### src/design/deq_pkg.sv
`default_nettype none

package deq_pkg;

    // command codes
    localparam logic [2:0] CMD_PUSH_FRONT = 3'd0;
    localparam logic [2:0] CMD_PUSH_BACK  = 3'd1;
    localparam logic [2:0] CMD_POP_FRONT  = 3'd2;
    localparam logic [2:0] CMD_POP_BACK   = 3'd3;
    localparam logic [2:0] CMD_REVERSE    = 3'd4;

    // error codes
    localparam logic [1:0] ERR_NONE  = 2'd0;
    localparam logic [1:0] ERR_EMPTY = 2'd1;
    localparam logic [1:0] ERR_FULL  = 2'd2;

    // fixed field widths
    localparam int WORD_W  = 64;
    localparam int COUNT_W = 7;

    // controller states
    typedef enum logic [1:0] {
        S_IDLE,
        S_EXEC,
        S_READ,
        S_LOAD
    } t_state;

    // controller to datapath
    typedef struct packed {
        logic take;
        logic exec;
        logic load;
    } t_ctrl;

    // datapath to controller
    typedef struct packed {
        logic out_free;
    } t_stat;

endpackage

`default_nettype wire

### src/design/deq_ctrl.sv
`default_nettype none

module deq_ctrl (
    input  wire logic           i_clk,
    input  wire logic           i_rst_n,
    input  wire logic           i_in_valid,
    input  wire deq_pkg::t_stat i_stat,
    output deq_pkg::t_ctrl      o_ctrl,
    output logic                o_in_stall
);

    deq_pkg::t_state r_state;
    deq_pkg::t_state n_state;

    // state register
    always_ff @(posedge i_clk) begin
        if (!i_rst_n) begin
            r_state <= deq_pkg::S_IDLE;
        end else begin
            r_state <= n_state;
        end
    end

    // next state
    always_comb begin
        n_state = r_state;
        unique case (r_state)
            deq_pkg::S_IDLE: begin
                if (i_in_valid) begin
                    n_state = deq_pkg::S_EXEC;
                end
            end
            deq_pkg::S_EXEC: begin
                n_state = deq_pkg::S_READ;
            end
            deq_pkg::S_READ: begin
                n_state = deq_pkg::S_LOAD;
            end
            deq_pkg::S_LOAD: begin
                if (i_stat.out_free) begin
                    n_state = deq_pkg::S_IDLE;
                end
            end
        endcase
    end

    // commands to the datapath
    always_comb begin
        o_ctrl      = '0;
        o_in_stall  = 1'b1;
        unique case (r_state)
            deq_pkg::S_IDLE: begin
                o_in_stall  = 1'b0;
                o_ctrl.take = i_in_valid;
            end
            deq_pkg::S_EXEC: begin
                o_ctrl.exec = 1'b1;
            end
            deq_pkg::S_READ: begin
                o_ctrl.exec = 1'b0;
            end
            deq_pkg::S_LOAD: begin
                o_ctrl.load = i_stat.out_free;
            end
        endcase
    end

endmodule

`default_nettype wire

### config.mk
export PLATFORM = sky130hd
export DESIGN_NAME = deq_ctrl
export DESIGN_NICKNAME = d
export VERILOG_FILES = /design/src/design/deq_pkg.sv /design/src/design/deq_ctrl.sv
export SDC_FILE = /design/constraint.sdc
export NUM_CORES = 1
export LEC_CHECK = 0
export ABC_AREA = 1
export BUFFER_PORTS_ARGS = -buffer_cell sky130_fd_sc_hd__buf_4
export CORE_AREA = 2 2 39 41
export DETAILED_ROUTE_END_ITERATION = 10
export DIE_AREA = 0 0 41 43
export PLACE_DENSITY = 0.42
export SKIP_CTS_REPAIR_TIMING = 1
export SKIP_LAST_GASP = 1
export SYNTH_ARGS = -nofsm -noshare
export SYNTH_HDL_FRONTEND = slang
export SYNTH_SLANG_ARGS = --single-unit
### constraint.sdc
create_clock -name i_clk -period 1.5 [get_ports i_clk]
set_input_delay 0.075 -clock i_clk [delete_from_list [all_inputs] [get_ports i_clk]]
set_output_delay 0.075 -clock i_clk [all_outputs]
set_load 0.01 [all_outputs]
Word-level counts from Yosys, hierarchy flattened
Index checks and enable logic that the tools add are counted.

Register bits: 2. Input port bits: 4. Output and inout port bits: 4. Word-level logic and storage cells: 15.

Equality and inequality tests: 5. Muxes and demuxes: 7. Reduce and logical (&&, ||, !) cells: 2.

Operators with widths (count): one-hot mux 2 bit (4 select lines) (1); equality test 2 bit, second input constant (2); two-way mux 1 bit (4); two-way mux 2 bit (2); inequality test 2 bit, second input constant (2); equality test 2 x 1 -> 1 bit, second input constant (1); logical NOT 2 bit (1); AND reduction 2 bit (1).

Depth between registers and ports, before layout
Depth in word-level cells: 3. Mapped depth: 6. Depth with buffers taken out: 6.

Worst setup path before layout
Ideal clock, no wire load.

Path kind: flip-flop to flip-flop. Start: register r_state[0]. End: register r_state[1]. Arrival: 929 ps. Required time: 1385 ps. Path slack: 456 ps. Cell stages (with the launch flop): 7. Buffers on the path: 0. Period minus slack after synthesis: 1044 ps. Path through: dfxtp_1 -> inv_1 -> ha_1 -> clkinvlp_2 -> nand3_1 -> nand2_1 -> nor2_1.

RTL lines: start, declared (RTL line deq_ctrl.sv:12) `deq_pkg::t_state r_state;`; start signal, assigned (RTL line deq_ctrl.sv:18) `r_state <= deq_pkg::S_IDLE;`; start signal, assigned (RTL line deq_ctrl.sv:20) `r_state <= n_state;`; equality test 2 bit (tied with other cells) (RTL line deq_ctrl.sv:27) `unique case (r_state)`; one-hot mux 2 bit (4 select lines) (*) (RTL line deq_ctrl.sv:27); via n_state[1] (RTL line deq_ctrl.sv:13) `deq_pkg::t_state n_state;`.

Mark *: on every way through the listed nets, which the timed path passes. The rest lies on a longest branch. A chain may end at the register's enable or synchronous reset.

==> summary.md <==
| Metric | Value |
|---|---|
| Layout cells sized above 1 | `31.6%` |
| Synthesis-to-finish area growth | `50.0%` |
| Diodes inserted | `0` |
| Outcome | `completed` |
| # setup viols final | `0` |
| Most flops, register | `r_state` |
| Tmin final | `1.21 ns` |
| Clock sink count | `2` |
| Core Box Area | `1380 µm²` |
| Clock Pin Slew Worst Setup and Hold Paths | `0.03 ns` |
| Die boundary width | `41 µm` |
| Starting utilization of the core area | `13.7%` |
| Slew at the pin closest to its max-slew limit | `0.131 ns` |
| Fmax | `0.825 GHz` |
| Post-synthesis net count | `37` |
| Syn_area_per_cell | `6.79 µm²` |
| Worst setup path startpoint | `r_state[0]` |
| GRT Util Overall | `5.01%` |
| Via count | `178` |
| H-tree levels | `1` |
| #FFs+latches synth | `2` |
| CTS max path bufs | `2` |
| Max-slew violations | `0` |
| Synth cell types | `9` |
| CTS tree | `yes` |
| First-pass GRT wire length | `538 µm` |
| Filler instances | `161` |
| CP startpoint kind | `register` |
| Reg2reg start | `r_state[0]` |
| Initial antenna violation count | `0` |
| Setup TNS | `0 ns` |
| Ys Warns | `0` |
| Final cell count without fillers | `54` |
| Hold crit path type | `in -> reg` |
| Crit. End Element | `output pin` |
| Drt initial violations | `1` |
| Syn Inst Count | `28` |
| Slew HR | `91.2%` |
| Post-Place Cells | `51` |
| Synth Cell Area | `190 µm²` |
| Clk root buf | `clkbuf_4` |
| Worst Setup Path Type | `reg -> out` |
| Row cnt | `14` |
| Hold Vio Cnt, Final | `0` |
| Peak supply drop | `401 µV` |
| Max-cap violations | `0` |
| GP Congestion | `0.628` |
| Crit Path Max Fanout | `4` |
| Arrival @ worst endpoint | `1.14 ns` |
| Final core utilization | `20.6%` |
| Die ar. | `1760 µm²` |
| Final Cycle Share | `80.8%` |
| Routed wire length | `343 µm` |
| Grt ovf | `0` |
| RSZ-0062 raised after global routing | `false` |
| Post-DR wirelength/cell | `6.35 µm` |
| Vias in the first global route | `179` |
| DRC | `0` |
| Die Span Y | `43 µm` |
| Max FFs per register | `2` |
| Register area share after synthesis | `21.1%` |
| Worst hold slack | `0.0938 ns` |
| TritonRoute pass-1 iters | `2` |
| # IOs | `8` |
| Final Skew | `0.00218 ns` |
| Data required time of the worst path | `1.42 ns` |
| Nets@finish | `49` |
| Largest net degree at the start of global routing | `5` |
| Worst Min Path Start | `i_rst_n` |
| Number of CTS-inserted buffers | `3` |
| Biggest regs | `r_state x2` |
| Number of antenna-violating nets in the routed design | `0` |
| Buffers added on ports | `7` |
| Final instance area | `285 µm²` |
| Leak | `0.171 nW` |
| Placed Area | `263 µm²` |
| Clk_lat worst skew | `0.22 ns` |
| Vias/cell | `3.30` |
| Post-detail-place hpwl | `282 µm` |
| Pwr/cell area | `1790 nW/µm²` |
## path summary, 6_finish.rpt
path / cells after the start / end / slack [ns]
worst max-delay path: 5 / o_ctrl[2] / 0.29
worst min-delay path: 3 / r_state[1] / 0.09
worst max register to register: 6 / r_state[1] / 0.41
worst min register to register: 2 / r_state[0] / 0.53
## where the power goes
part / leakage [nW] / total, mW / switching [mW] / internal [mW]
clock network: 0.0138 / 0.117 / 0.0286 / 0.0881
logic: 0.140 / 0.292 / 0.152 / 0.140
registers: 0.0167 / 0.102 / 0.0234 / 0.0783
## logic make-up (layout without fill, tap and decap cells)
kind of cell             Yosys count  in the layout  share of synthesized area, %
buffers and inverters              8             18                          16.4
AND/OR/NAND/NOR                   11             11                          24.3
AO/OA/AOI/OAI                      2              2                          5.26
flip-flops                         2              2                          21.1
adder cells (fa/ha/maj)            5              5                          32.9
## synth_stat cells, drive strengths merged
master    instances  share of area [%]
nand3             2                5.3
ha                5                 33
dfxtp             2                 21
nor2              3                5.9
inv               7                 14
clkinvlp          1                2.6
a21oi             2                5.3
nand2             6                 13
## worst max-delay path, stage by stage (launching register included)
cell and delay, ns:
dfxtp_1 0.36, inv_1 0.09, ha_1 0.24, nand2_1 0.07, inv_1 0.03, buf_4 0.13
## layout by cell type, fill, tap and decap left out, drive strengths merged
cell	instances
a21oi	2
buf	7
clkbuf	3
clkinvlp	1
dfxtp	2
ha	5
inv	7
nand2	6
nand3	2
nor2	3
## layer usage
metal	wire [µm]	global-route usage, %	up-vias	share of wire [%]
met1	123	3.51	73	36
met4	0	8.00	0	0
met3	22	1.57	0	6.4
met2	196	7.50	4	57
li1	-	-	101	-
met5	0	0	-	0
## final cells by class
class | count | area, µm² | area share [%]
Tap cell | 16 | 20.0 | 7.02
Multi-Input combinational cell | 18 | 119 | 41.7
Timing Repair Buffer | 7 | 52.6 | 18.4
Sequential cell | 2 | 40.0 | 14.0
Clock buffer | 3 | 22.5 | 7.89
Inverter | 8 | 31.3 | 11.0
## through the flow
| step | power [mW] | setup slack, ns |
|---|---|---|
| global placement | 0.404 | 0.392 |
| detailed placement | 0.405 | 0.390 |
| finish | 0.510 | 0.288 |
| floorplan | 0.302 | 0.456 |
| global route | 0.568 | 0.197 |
| CTS | 0.533 | 0.257 |
Power figures use the tool's default switching activity.
